<file path="src/rtl/nearest_point_search_2d_assert.svh">
`ifndef NEAREST_POINT_SEARCH_2D_ASSERT_SVH
`define NEAREST_POINT_SEARCH_2D_ASSERT_SVH

// same-cycle implication, checked outside reset
`define NPSD_ASSERT_NOW(lbl, clk, rst, ante, cons) \
  lbl: assert property (@(posedge clk) disable iff (rst) (ante) |-> (cons)) \
    else $error("npsd assertion failed");

// next-cycle implication, checked outside reset
`define NPSD_ASSERT_NEXT(lbl, clk, rst, ante, cons) \
  lbl: assert property (@(posedge clk) disable iff (rst) (ante) |=> (cons)) \
    else $error("npsd assertion failed");

`endif

</file>
<file path="src/rtl/npsd_pkg.sv">
package npsd_pkg;

  localparam int DIST_W      = 33;
  localparam int IDX_W       = 8;
  localparam int IO_COORD_W  = 16;
  localparam int PCOUNT_W    = 9;
  localparam int APB_ADDR_W  = 3;
  localparam int APB_DATA_W  = 32;

  localparam logic CMD_LOAD  = 1'b0;
  localparam logic CMD_QUERY = 1'b1;

  // register select is paddr[2]
  localparam logic REG_POINT_COUNT = 1'b0;
  localparam logic REG_TAKE_ROOT   = 1'b1;

  typedef struct packed {
    logic                          cmd;
    logic [IDX_W-1:0]              slot;
    logic signed [IO_COORD_W-1:0]  px;
    logic signed [IO_COORD_W-1:0]  py;
  } req_t;

  typedef struct packed {
    logic                          found;
    logic [DIST_W-1:0]             distance;
    logic [IDX_W-1:0]              nearest_index;
    logic signed [IO_COORD_W-1:0]  nearest_x;
    logic signed [IO_COORD_W-1:0]  nearest_y;
  } rsp_t;

  typedef struct packed {
    logic load;
    logic shift;
  } cell_ctl_t;

endpackage

</file>
<file path="src/rtl/npsd_cell.sv">
module npsd_cell #(
  parameter int CB = 16
) (
  input  logic                 clk,
  input  npsd_pkg::cell_ctl_t  ctl,
  input  logic [CB-1:0]        nbr_x,
  input  logic [CB-1:0]        nbr_y,
  input  logic [CB-1:0]        wr_x,
  input  logic [CB-1:0]        wr_y,
  output logic [CB-1:0]        pt_x,
  output logic [CB-1:0]        pt_y
);

  always_ff @(posedge clk) begin
    if (ctl.load) begin
      pt_x <= wr_x;
      pt_y <= wr_y;
    end else if (ctl.shift) begin
      pt_x <= nbr_x;
      pt_y <= nbr_y;
    end
  end

endmodule

</file>
<file path="config.mk">
export PLATFORM = sky130hd
export DESIGN_NAME = npsd_cell
export DESIGN_NICKNAME = d
export VERILOG_FILES = /design/src/rtl/nearest_point_search_2d_assert.svh /design/src/rtl/npsd_pkg.sv /design/src/rtl/npsd_cell.sv
export SDC_FILE = /design/constraint.sdc
export NUM_CORES = 1
export LEC_CHECK = 0
export ABC_AREA = 1
export BUFFER_PORTS_ARGS = -buffer_cell sky130_fd_sc_hd__buf_2
export CAP_MARGIN = 20
export CORE_ASPECT_RATIO = 0.8
export CORE_MARGIN = 4
export CORE_UTILIZATION = 25
export CTS_CLUSTER_DIAMETER = 30
export DETAILED_ROUTE_END_ITERATION = 6
export MAX_ROUTING_LAYER = met4
export PLACE_DENSITY = 0.54
export SLEW_MARGIN = 30
export SYNTH_ARGS = -nofsm -noshare
export SYNTH_HDL_FRONTEND = slang
export SYNTH_SLANG_ARGS = --single-unit
</file>
<file path="constraint.sdc">
create_clock -name clk -period 2.4 [get_ports clk]
set_input_delay 0 -clock clk [delete_from_list [all_inputs] [get_ports clk]]
set_output_delay 0 -clock clk [all_outputs]
set_load 0.02 [all_outputs]
</file>
Word-level counts from Yosys, hierarchy flattened
Cells that the tools add are included.
{ "op_classes": {"muxes": 4, "n_reduce_logical": 1} }
{ "op_table": {"columns": ["op", "count"], "rows": [
  ["16-bit 2-to-1 mux", 4],
  ["2-bit nonzero test", 1]
]} }
{ "totals": {"reg_bits": 32, "input_bits": 67, "wordCells": 7} }

Depth between registers and ports, before layout
{ "depth": {"ltp_word": 2, "depth_mapped": 5, "ltp_nobuf": 3} }

Worst setup path before layout
Ideal clock, no wire load.
{ "synth_timing": {"kind": "in2reg", "start": "input port ctl[1] (netlist bit)", "end": "register pt_x[0] (enable)", "t_arrival_ns": 0.631, "t_required_ns": 2.071, "path_slack_ns": 1.440, "path_stages": 2, "path_buffers": 1, "cell_sequence": "buf_6 -> or2_2"} }
{ "synth_between": {"elab_chain_cells": 1} }
{ "synth_rtl": {"columns": ["element", "line_no", "text"], "rows": [
  ["start: declaration", "npsd_cell.sv:5", "input npsd_pkg::cell_ctl_t ctl,"],
  ["2-bit nonzero test (no line)", null, null],
  ["end signal: assignment", "npsd_cell.sv:16", "pt_x <= wr_x;"],
  ["end signal: assignment", "npsd_cell.sv:19", "pt_x <= nbr_x;"],
  ["end: declaration", "npsd_cell.sv:10", "output logic [CB-1:0] pt_x,"]
]} }
Every way passes these cells.
A chain may end at the register's enable or synchronous reset.

Worst setup path after layout
{ "layout_timing": {"start": "input port ctl[1] (netlist bit)", "end": "register pt_x[8] (data pin)"} }
{ "layout_between": {"elab_chain_cells": 1} }
{ "layout_rtl": {"columns": ["element", "line_no", "text"], "rows": [
  ["16-bit 2-to-1 mux", "npsd_cell.sv:15", "if (ctl.load) begin"]
]} }
Every way passes these cells.

==> flow_summary.toml <==
[route]
drc = 0
drt-total-wl_um = 3800
num_vias = 1460
drt_iter0_drc = 43
ant_nets = 0
vias_per_cell = 3.85
firstDrtPassIters = 4
wl_per_cell_um = 10.0

[power_and_ir_drop]
pwr-share-comb = 0.249
ir_drop_uv = 259
clkPwrFrac = 0.266
powerDensity_nw_per_um2 = 545
swShare = 0.259
seq_power_share = 0.485
design_power_total_mw = 1.44
switchingPower_mw = 0.374
p_leak_nw = 1.33
internal_power_mw = 1.07

[floorplanning]
core-area_um2 = 5440
std_cell_rows = 24
die-area_um2 = 6870
io_pins = 99
start_util = 0.258
die_y_um = 75.0
die_w_um = 91.7

[finish]
antenna_cells = 0
post-route-util = 0.488
areaGrowthSynthToFinish_pct = 89.1
fin_nets = 367
layout-drive-gt1-share = 0.352

[yosys]
synth_area_um2 = 1400
synth.distinct_cells = 6
ys_async_sr_fraction = 0
synth_edf_count = 32
ys_top_cells_by_count = "nand2_1, edfxtp_1, buf_6"
syn_inst = 137
synth_fp_nets = 204
ys_warn_count = 0
seq_area_frac_synth = 0.686
ys.flop_type = "edfxtp_1"
ys_ff_latch = 32
syn_avg_cell_area_um2 = 10.2
ys_top_cells_by_area = "edfxtp_1, nand2_1, buf_6, buf_4, inv_4"
yosysTopAreaCell = "edfxtp_1"
synth.most_common_cell = "nand2_1"
netlist.area_leader.share = 0.686

[clocking]
htreeDepth = 2
cts_resized = 0
cts.clk_slew.worst_paths_ns = 0.07
cts_hold_buf = 64
cts.sink_count = 32
cts_made_buffers = 5
post_cts_buffers = 0
cts_tree = "yes"
clk_root_buffer_cell = "clkbuf_8"
clk_path_buf_depth = 2

[grt]
grt_pass1_vias = 1359
grtUsageTotal = 0.114
grt_overflow = 0
antenna_found_initial = 0
grt_pass1_wl_um = 6010
grt_max_degree = 34

[sta]
rsz0062_at_grt = "false"
whs_ns = 0.521
period_minus_slack_ns = 1.33
setup_violations = 0
final.setup.tns_ns = 0
maxSlewViolCount = 0
tightest_slew_ns = 0.748
fin_crit_sh = 0.552
finalHoldViolCount = 0
slew_headroom = 0.502
max_freq_mhz = 754

[placement]
place.gp.congestion = 0.622
dp_hpwl_um = 2450
io_buffer_count = 98

[worst_setup_path]
endpoint = "pt_x[8]"
cpPeakStageDelay_ns = 0.55
worstPathRequired_ns = 2.42
crit_top_cell = "nand2_1"
slowest_stage = "dlygate4sd3_1"
critical_path_class = "primary input to flop"
crit_arrival_ns = 1.35
start_kind = "primary input"
path_cells = "buf_2 -> buf_4 -> inv_4 -> nand2_1 -> nand2_1 -> dlygate4sd3_1"
endpoint_kind = "flop"
cp-startpoint = "ctl[1]"
worstPathMaxFanout = 33

[outcome]
outcome = "complete, no violations"

[job]
cap_violations = 0

[hold_path]
hold_path.class = "primary input to flop"
worst min-delay path by stage:
stage,endpoint,depth (start not counted),startpoint
floorplan,pt_x[0],2,nbr_x[0]
global route,pt_x[5],4,wr_x[5]
finish,pt_y[7],4,nbr_y[7]
global placement,pt_x[5],3,nbr_x[5]
CTS,pt_y[15],4,wr_y[15]
detailed placement,pt_x[2],3,nbr_x[2]
flip-flops by register name (all words and copies together), names as in the netlist:
register / flops
pt_x: 16
pt_y: 16
metal layers:
layer,wire length [um],vias to the layer above,share of wire,global-route usage
met1,1680,635,0.44,0.131
met4,42,0,0.011,0.0395
li1,-,762,-,-
met3,297,5,0.078,0.0360
met2,1780,58,0.47,0.193
met5,0,-,0,-
metrics by stage:
stage	setup slack (ns)	instances	instance area, um^2
2_1_floorplan	1.44	137	1400
3_3_place_gp	1.32	307	1930
3_5_place_dp	1.29	307	1930
4_1_cts	1.08	379	2650
5_1_grt	0.977	379	2650
6_report	1.07	379	2650
layout by cell type, fill, tap and decap left out:
cell type / Yosys / routed
buf_2: 0 / 98
buf_4: 3 / 1
clkbuf_1: 0 / 2
clkbuf_8: 0 / 5
clkinv_1: 0 / 1
dlygate4sd3_1: 0 / 64
edfxtp_1: 32 / 32
inv_4: 1 / 1
nand2_1: 96 / 96
or2_2: 1 / 1
area by class of cell:
| type | instances | area (um^2) |
|---|---|---|
| inverter | 1 | 6.26 |
| clock inverter | 1 | 3.75 |
| sequential | 32 | 961 |
| tap | 78 | 97.6 |
| fill | 532 | 2790 |
| timing repair buffer | 163 | 1140 |
| clock buffer | 7 | 76.3 |
| multi-input combinational | 97 | 367 |
critical path: cells and delay by family:
kind / cells / cell delay, ns
buf+inv: 4 / 1.17
simple gates: 2 / 0.15
power groups by stage:
stage	Clock [mW]	Combinational, mW	Sequential (mW)
floorplan	0	0.0664	0.797
global placement	0	0.262	0.712
detailed placement	0	0.264	0.713
CTS	0.401	0.362	0.701
global route	0.426	0.391	0.709
finish	0.384	0.360	0.700
cells by family after synthesis:
family | synth area share
buffers and inverters | 0.0527
and+or+nand+nor | 0.262
DFF | 0.686
No activity file was read; power rests on OpenSTA's default activity.
