$ cat src/rtl/nearest_point_search_2d_assert.svh
`ifndef NEAREST_POINT_SEARCH_2D_ASSERT_SVH
`define NEAREST_POINT_SEARCH_2D_ASSERT_SVH

// same-cycle implication, checked outside reset
`define NPSD_ASSERT_NOW(lbl, clk, rst, ante, cons) \
  lbl: assert property (@(posedge clk) disable iff (rst) (ante) |-> (cons)) \
    else $error("npsd assertion failed");

// next-cycle implication, checked outside reset
`define NPSD_ASSERT_NEXT(lbl, clk, rst, ante, cons) \
  lbl: assert property (@(posedge clk) disable iff (rst) (ante) |=> (cons)) \
    else $error("npsd assertion failed");

`endif

$ cat src/rtl/npsd_sqrt.sv
module npsd_sqrt #(
  parameter int W = 35
) (
  input  logic                  clk,
  input  logic                  rst,
  input  logic                  start,
  input  logic [W-1:0]          radicand,
  output logic                  done,
  output logic [(W+1)/2-1:0]    root
);

  localparam int RW   = (W + 1) / 2;
  localparam int RADW = 2 * RW;
  localparam int REMW = RW + 3;
  localparam int CW   = (RW > 1) ? $clog2(RW) : 1;

  logic [RADW-1:0] rad;
  logic [REMW-1:0] rem;
  logic [CW-1:0]   cnt;
  logic            busy;

  logic [REMW-1:0] shifted;
  logic [REMW-1:0] trial;

  // restoring square root, one result bit per cycle
  assign shifted = {rem[REMW-3:0], rad[RADW-1 -: 2]};
  assign trial   = REMW'({root, 2'b01});

  always_ff @(posedge clk) begin
    if (rst) begin
      busy <= 1'b0;
      done <= 1'b0;
    end else begin
      done <= 1'b0;
      if (start) begin
        busy <= 1'b1;
      end else if (busy && cnt == '0) begin
        busy <= 1'b0;
        done <= 1'b1;
      end
    end
  end

  always_ff @(posedge clk) begin
    if (start) begin
      rad  <= RADW'(radicand);
      rem  <= '0;
      root <= '0;
      cnt  <= CW'(RW - 1);
    end else if (busy) begin
      rad <= rad << 2;
      cnt <= cnt - 1'b1;
      if (shifted >= trial) begin
        rem  <= shifted - trial;
        root <= {root[RW-2:0], 1'b1};
      end else begin
        rem  <= shifted;
        root <= {root[RW-2:0], 1'b0};
      end
    end
  end

endmodule

$ cat config.mk
export PLATFORM = sky130hd
export DESIGN_NAME = npsd_sqrt
export DESIGN_NICKNAME = d
export VERILOG_FILES = /design/src/rtl/nearest_point_search_2d_assert.svh /design/src/rtl/npsd_sqrt.sv
export SDC_FILE = /design/constraint.sdc
export NUM_CORES = 1
export LEC_CHECK = 0
export BUFFER_PORTS_ARGS = -buffer_cell sky130_fd_sc_hd__buf_2
export CAP_MARGIN = 20
export CORE_MARGIN = 5
export CORE_UTILIZATION = 54
export CTS_BUF_LIST = sky130_fd_sc_hd__clkbuf_16
export CTS_CLUSTER_DIAMETER = 150
export DETAILED_ROUTE_END_ITERATION = 7
export PLACE_DENSITY = 0.75
export REMOVE_ABC_BUFFERS = 1
export SYNTH_ARGS = -nofsm -noshare
export SYNTH_HDL_FRONTEND = slang
export SYNTH_SLANG_ARGS = --single-unit
export TNS_END_PERCENT = 100
$ cat constraint.sdc
create_clock -name clk -period 4 [get_ports clk]
set_input_delay 0.4 -clock clk [delete_from_list [all_inputs] [get_ports clk]]
set_output_delay 0.4 -clock clk [all_outputs]
set_load 0.01 [all_outputs]
; Yosys cells after proc, flatten, opt, wreduce, memory -nomap -nowiden
; Cells that the tools add are included.
[op_classes]
addsub = 2
n_mul = 0
div = 0
magnitude_cmp = 1
n_eq_ne = 0
n_shift = 0
n_mux = 7
bitwise = 0
n_reduce_logical = 5
[op_table]
columns = operator, n
row1 = $mux 35, 2
row2 = $ge 21x20->1, 1
row3 = $mux 19, 1
row4 = $sub 19x19->19, 1
row5 = $logic_not 5->1, 1
row6 = $sub 5x1->5 const B, 1
row7 = $mux 1, 4
row8 = $reduce_bool 2->1, 2
row9 = $reduce_or 2->1, 1
row10 = $logic_and 1x1->1, 1
[totals]
ff_bits = 80
latch_bits = 0
ram_bits = 0
romBits = 0
out_inout_bits = 19
memories = 0

; Depth between registers and ports, before layout
; Gate-level depths: netlist of run 1.
[depth]
depth_word = 4
ltp_mapped = 9
mapped_depth_nobuf = 8

; Worst setup path after synthesis of run 1
; OpenSTA, ideal clock, no wires.
[synth_timing]
path_type = flip-flop to flip-flop
from = register root[7]
to = register rem[6]
arrival_ns = 2.255
slack_ns = 1.629
stages_incl_launch_ff = 10
n_path_buf = 2
period_less_slack_ns = 2.371
cell_sequence = dfxtp_1 > inv_1 > ha_1 > clkbuf_1 > nand3_1 > a2111o_1 > a31oi_4 > buf_8 > nand2_1 > o211a_1
[synth_between]
elab_chain_cells = 2
[synth_rtl]
columns = item, line
row1 = from (decl), npsd_sqrt.sv:9  ; output logic [(W+1)/2-1:0] root
row2 = from (signal assigned), npsd_sqrt.sv:55  ; root <= {root[RW-2:0], 1'b1};
row3 = from (signal assigned), npsd_sqrt.sv:58  ; root <= {root[RW-2:0], 1'b0};
row4 = $ge 21x20->1, npsd_sqrt.sv:53  ; if (shifted >= trial) begin
row5 = $mux 19, npsd_sqrt.sv:53
row6 = to (signal assigned), npsd_sqrt.sv:54  ; rem <= shifted - trial;
row7 = to (signal assigned), npsd_sqrt.sv:57  ; rem <= shifted;
row8 = to (decl), npsd_sqrt.sv:18  ; logic [REMW-1:0] rem;
; No other way between the ends.
; A chain may end at the register's enable or synchronous reset.

; Final worst setup path of run 1
[layout_timing]
from = register root[5]
to = register rem[8]
[layout_between]
elab_chain_cells = 2
[layout_rtl]
columns = item, line
row1 = $sub 19x19->19 / $ge 21x20->1 (equally long branches), "npsd_sqrt.sv:54, npsd_sqrt.sv:53"
row2 = $mux 19 *, npsd_sqrt.sv:53
; Mark *: on every way between the ends. The rest lies on a longest branch, timed or not.

==> results.toml, run 1 <==
[clocking]
cts_sinks = 80
clk_latency_ps = 340
clkTransAtPathRegs_ps = 70
h-tree-depth = 3
postCtsSetupBuffers = 0
cts_resized = 0
clockBufferDepth = 2
cts-root-buf = "clkbuf_16"
postCtsHoldBufs = 0
cts_inserted_buffers = 9
cts_tree = "built"

[finish]
fillerInstances = 682
num_antenna_cells = 0
syn_to_final_growth_pct = 14.74
final_common_cell = "buf_2"
drive_gt1_frac = 0.2410
layout_common_cells = "56 x buf_2, 44 x dfxtp_1, 39 x nor2_1"
nNetsFinal = 556

[routing]
vias = 3484
post_drt_wl_per_cell_um = 15.77
drt_pass1_iterations = 4
wl_um = 9572
drc = 0
ant_nets = 0
drt_iter0_drc = 216
vias_per_cell = 5.740

[run]
maxCapViolCount = 0

[timing]
skew_ps = 9.199
max_freq_mhz = 348.1
period_needed_ps = 2873
maxSlewViolCount = 0
tightest_slew_ps = 868.3
fin_tns_setup_ps = 0
hold_viol_final = 0
setup_viol = 0
post-route-period-util = 0.7182
setup_slack_ps = 1127
relSlewSlack = 0.4211
rsz0062_at_grt = "no"
hold_slack_ps = 235.2

[synthesis]
async_flop_share = 0
syn_area_per_cell_sq_um = 10.11
yosysTopAreaCellShare = 0.2346
synthDistinctLibCells = 56
yosysTopAreaCell = "edfxtp_1"
synth_edf_count = 35
synth_area_leaders = "edfxtp_1 23%, dfxtp_1 20%, mux2_2 8.3%"
ys_ff_latch = 80
syn_inst = 443
synth-seq-area-share = 0.4356
synthFlopType = "dfxtp_1"
syn_area_sq_um = 4481
yosysWarnings = 0

[pwr]
leakagePower_nw = 2.119
p_clk_frac = 0.189
switching_share = 0.4192
netSwitchingPower_mw = 1.761
comb_power_share = 0.554
vdd_drop_max_uv = 547.2
seqPwrFrac = 0.257
power_density_nw_per_um2 = 817.0
p_int_mw = 2.440

[worst_hold_path]
holdPathStages = 2
hp-class = "primary input to flop"

[placement]
portBuffers = 56
dpl.hpwl_um = 6803
dpl_worst_slack_ps = 1149
routabilityCongestion = 0.9262

[grt]
grt_usage = 0.1955
gr-total-overflow = 0
grt_pass1_vias = 3402
antenna_found_initial = 0
grt_max_degree = 36
grt_first_pass_wirelength_um = 15930

[worst_setup_path]
critPathBufInv = 1
endpoint_kind = "flop"
cpMaxStageDelayCell = "a31oi_4"
crit_path_cell_trace = "inv_1 > ha_1 > and2_4 > nand4_1 > a2111o_1 > a31oi_4 > nand2_1 > o211a_1"
crit_type = "flop to flop"
cp-start-kind = "flop"
r2r_slack_ps = 1130
critPathMaxStageDelay_ps = 700
worst-endpoint-required_ps = 4230
arrival_ps = 3100
critPathTopFamily = "compound AO/OA/AOI/OAI gates"
critPathMaxFanout = 27
path_depth = 8
ff2ff_path_depth = 8

[die]
io_pins = 57
die_h_um = 101.1
dieWidth_um = 101.1
initial_core_util = 0.5508
core_sq_um = 8134
rows = 33
die_area_sq_um = 10220

[outcome]
status = "finished, final reports clean"
-- worst reg2reg max path, cell delays in order, from the launching register on --
cell and delay [ps]:
dfxtp_1 380, inv_1 60, ha_1 390, and2_4 190
nand4_1 90, a2111o_1 470, a31oi_4 700, nand2_1 220
o211a_1 260
-- area by class of cell --
| class | count | area [sq um] | area share |
|---|---|---|---|
| multi-input cells | 313 | 2328 | 0.4529 |
| well taps | 105 | 131.4 | 0.02555 |
| flip-flops and latches | 80 | 1953 | 0.3799 |
| clock inverters | 7 | 61.31 | 0.01193 |
| repair buffers | 62 | 325.3 | 0.06328 |
| clock buffers | 9 | 225.2 | 0.04381 |
| inverters | 31 | 116.4 | 0.02263 |
-- metal layers --
metal,share of wire,up-vias,track usage
li1,-,1738,-
met1,0.44,1671,0.2472
met2,0.49,66,0.3209
met3,0.061,9,0.06367
met4,0.011,0,0.05317
met5,0,-,0
-- power by group through the flow --
stage / Clock [mW] / Combinational [mW] / Sequential (mW)
6_report: 0.795 / 2.33 / 1.08
5_1_grt: 0.851 / 2.58 / 1.09
4_1_cts: 0.815 / 2.32 / 1.08
3_5_place_dp: 0 / 2.29 / 1.10
3_3_place_gp: 0 / 2.25 / 1.09
2_1_floorplan: 0 / 1.83 / 1.07
-- logic make-up (layout without fill, tap and decap cells) --
family | after synthesis | after routing | synth area share
flip-flops | 80 | 80 | 0.4356
AO/OA/AOI/OAI | 93 | 93 | 0.1519
AND/OR/NAND/NOR | 125 | 125 | 0.1382
buffers and inverters | 50 | 109 | 0.04468
adder cells (fa/ha/maj) | 21 | 21 | 0.05864
XOR/XNOR | 13 | 13 | 0.02541
multiplexers | 61 | 61 | 0.1455
-- final timing paths --
check               start       to
setup / recovery  root[5]   rem[8]
hold / removal        rst     busy
setup reg to reg  root[5]   rem[8]
hold reg to reg   rem[18]  rem[18]
-- synth_stat cells, drive strengths merged (3+ instances only) --
cell type,instances
nand2,31
ha,21
xor2,3
dfxtp,45
o21a,7
nand3,5
nor2,39
a31oi,5
and2,6
o221ai,6
buf,5
mux2,33
a21oi,7
o211a,4
o2111ai,5
o21ai,21
o211ai,8
nor2b,5
inv,31
edfxtp,35
nor3,6
a211oi,9
and3,3
a31o,3
a21o,4
clkbuf,14
nand4,4
mux2i,28
xnor2,10
nand2b,10
or3,4
-- stage by stage --
| step | cell area, sq um | total power [mW] | util | cells |
|---|---|---|---|---|
| 2_1_floorplan | 4397 | 2.906 | - | 424 |
| 3_3_place_gp | 4855 | 3.343 | 0.5968 | 591 |
| 3_5_place_dp | 4855 | 3.387 | 0.5968 | 591 |
| 4_1_cts | 5141 | 4.210 | 0.6321 | 607 |
| 5_1_grt | 5141 | 4.529 | 0.6321 | 607 |
| 6_report | 5141 | 4.200 | 0.6321 | 607 |
-- flip-flops by register name, summed over array words and instances, names as in the netlist --
register and count:
rem 19, rad 36, done 1, root 18
cnt 5, busy 1
Note: power is estimated with default switching activity, not from simulation.
==> run 2, diff against run 1 <==
--- a/config.mk
+++ b/config.mk
@@ -8,11 +8,11 @@
 export BUFFER_PORTS_ARGS = -buffer_cell sky130_fd_sc_hd__buf_2
 export CAP_MARGIN = 20
 export CORE_MARGIN = 5
-export CORE_UTILIZATION = 54
+export CORE_UTILIZATION = 53
 export CTS_BUF_LIST = sky130_fd_sc_hd__clkbuf_16
 export CTS_CLUSTER_DIAMETER = 150
 export DETAILED_ROUTE_END_ITERATION = 7
-export PLACE_DENSITY = 0.75
+export PLACE_DENSITY = 0.77
 export REMOVE_ABC_BUFFERS = 1
 export SYNTH_ARGS = -nofsm -noshare
 export SYNTH_HDL_FRONTEND = slang
==> constraint.sdc (replaced) <==
create_clock -name clk -period 2.6 [get_ports clk]
set_input_delay 0.26 -clock clk [delete_from_list [all_inputs] [get_ports clk]]
set_output_delay 0.26 -clock clk [all_outputs]
set_load 0.01 [all_outputs]
==> run 2 against run 1 <==
- critical path depth up 2
- design area up 3.5%
- sequential power up 54%
- fmax up 16%
==> results.toml, run 2 (same netlist as run 1, synthesis figures left out) <==
[outcome]
status = "finished, final reports clean"

[routing]
ant_nets = 0
vias = 3622
drc = 0
drt_iter0_drc = 291
wl_um = 10130
post_drt_wl_per_cell_um = 16.34
vias_per_cell = 5.842
drt_pass1_iterations = 5

[finish]
nNetsFinal = 569
fillerInstances = 654
drive_gt1_frac = 0.2621
largest_register_ffs = 36
reg_top3 = "rad x36, rem x19, root x18"
seq_area_sq_um = 1953
layout_common_cells = "56 x buf_2, 44 x dfxtp_1, 39 x nor2_1"
final_common_cell = "buf_2"
syn_to_final_growth_pct = 18.74
multiInputGateArea_sq_um = 2340
top_register = "rad"
num_antenna_cells = 0

[die]
rows = 33
io_pins = 57
die_h_um = 101.9
core_sq_um = 8217
dieWidth_um = 101.9
initial_core_util = 0.5453
die_area_sq_um = 10390

[worst_setup_path]
worst-endpoint-required_ps = 2830
cp-start-kind = "flop"
crit_path_cell_trace = "inv_1 > ha_1 > buf_4 > nand4_1 > o211ai_1 > a41oi_1 > a31oi_4 > buf_12 > or3b_2 > o211a_1"
r2r_slack_ps = 130
ff2ff_path_depth = 10
arrival_ps = 2700
critPathMaxStageDelay_ps = 440
endpoint_kind = "flop"
r2r_start = "root[12]"
r2r_end = "rem[8]"
crit_type = "flop to flop"
critPathMaxFanout = 19
cpMaxStageDelayCell = "or3b_2"

[clocking]
cts_sinks = 80
cts_inserted_buffers = 9
clk_latency_ps = 340
clockBufferDepth = 2
postCtsHoldBufs = 0
clkTransAtPathRegs_ps = 70
cts_tree = "built"
cts-root-buf = "clkbuf_16"
h-tree-depth = 3

[grt]
grt_pass1_vias = 3548
gr-total-overflow = 0
grt_max_degree = 35
grt_usage = 0.2024
antenna_found_initial = 0
grt_first_pass_wirelength_um = 16620

[placement]
routabilityCongestion = 0.9549
dpl_worst_slack_ps = 105.6
portBuffers = 56
dpl.hpwl_um = 7331

[timing]
max_freq_mhz = 405.1
setup_viol = 0
period_needed_ps = 2469
post-route-period-util = 0.9495
hold_viol_final = 0
maxSlewViolCount = 0
setup_slack_ps = 131.4
rsz0062_at_grt = "no"
skew_ps = 7.417
relSlewSlack = 0.6827
tightest_slew_ps = 475.4

[pwr]
vdd_drop_max_uv = 863.1
power_mw = 7.179
leakagePower_nw = 2.220
power_density_nw_per_um2 = 1349

[worst_hold_path]
min_from = "rst"
hp-class = "primary input to flop"
holdPathEnd = "busy"
holdPathStages = 2

[run]
maxCapViolCount = 0
run 2: worst max-delay path by stage:
stage	from	end	slack, ps	cells after the start
2_1_floorplan	busy	rad[0]	-250	2
3_3_place_gp	root[4]	rem[8]	200	9
3_5_place_dp	root[4]	rem[8]	110	9
4_1_cts	root[12]	rem[8]	50	9
5_1_grt	root[5]	rem[7]	5	9
6_report	root[12]	rem[8]	130	10
run 2: layout make-up:
cell class / count / share of cell area
Timing Repair Buffer: 75 / 0.08184
Inverter: 31 / 0.02187
Multi-Input combinational cell: 313 / 0.4398
Sequential cell: 80 / 0.3671
Tap cell: 105 / 0.02469
Clock inverter: 7 / 0.02234
Clock buffer: 9 / 0.04233
run 2: report_power, final:
part / internal (mW) / switching (mW) / total, mW
clock network: 0.942 / 0.524 / 1.47
logic: 1.84 / 2.22 / 4.05
registers: 1.52 / 0.138 / 1.66
total: 4.30 / 2.88 / 7.18
run 2: repair_timing:
item,in CTS,in global routing
endpoints found under the setup margin,0,2
setup buffers,0,0
gates resized for setup,0,2
run 2: routing by layer:
metal	wire length, um	part of all wire	track usage	vias to the layer above
li1	-	-	-	1756
met1	4257	0.42	0.2517	1722
met2	4947	0.49	0.3415	126
met3	706	0.070	0.05188	18
met4	221	0.022	0.07265	0
met5	0	0	0	-
run 2: stage by stage:
| stage | cells | hold WS [ps] | instance area (sq um) | util | TNS (ps) |
|---|---|---|---|---|---|
| 2_1_floorplan | 424 | 329.1 | 4397 | - | -8818 |
| 3_3_place_gp | 604 | 436.2 | 4965 | 0.6042 | 0 |
| 3_5_place_dp | 604 | 440.1 | 4965 | 0.6042 | 0 |
| 4_1_cts | 620 | 86.22 | 5309 | 0.6461 | 0 |
| 5_1_grt | 620 | 94.55 | 5320 | 0.6475 | 0 |
| 6_report | 620 | 91.84 | 5320 | 0.6475 | 0 |
run 2: critical path, delay by kind of cell (launching register included):
kind                       cells  cell delay (ps)
AOI/OAI and AO/OA              4              650
adders and majority gates      1              320
buffers and inverters          3              400
DFF                            1              390
and+or+nand+nor                2              590
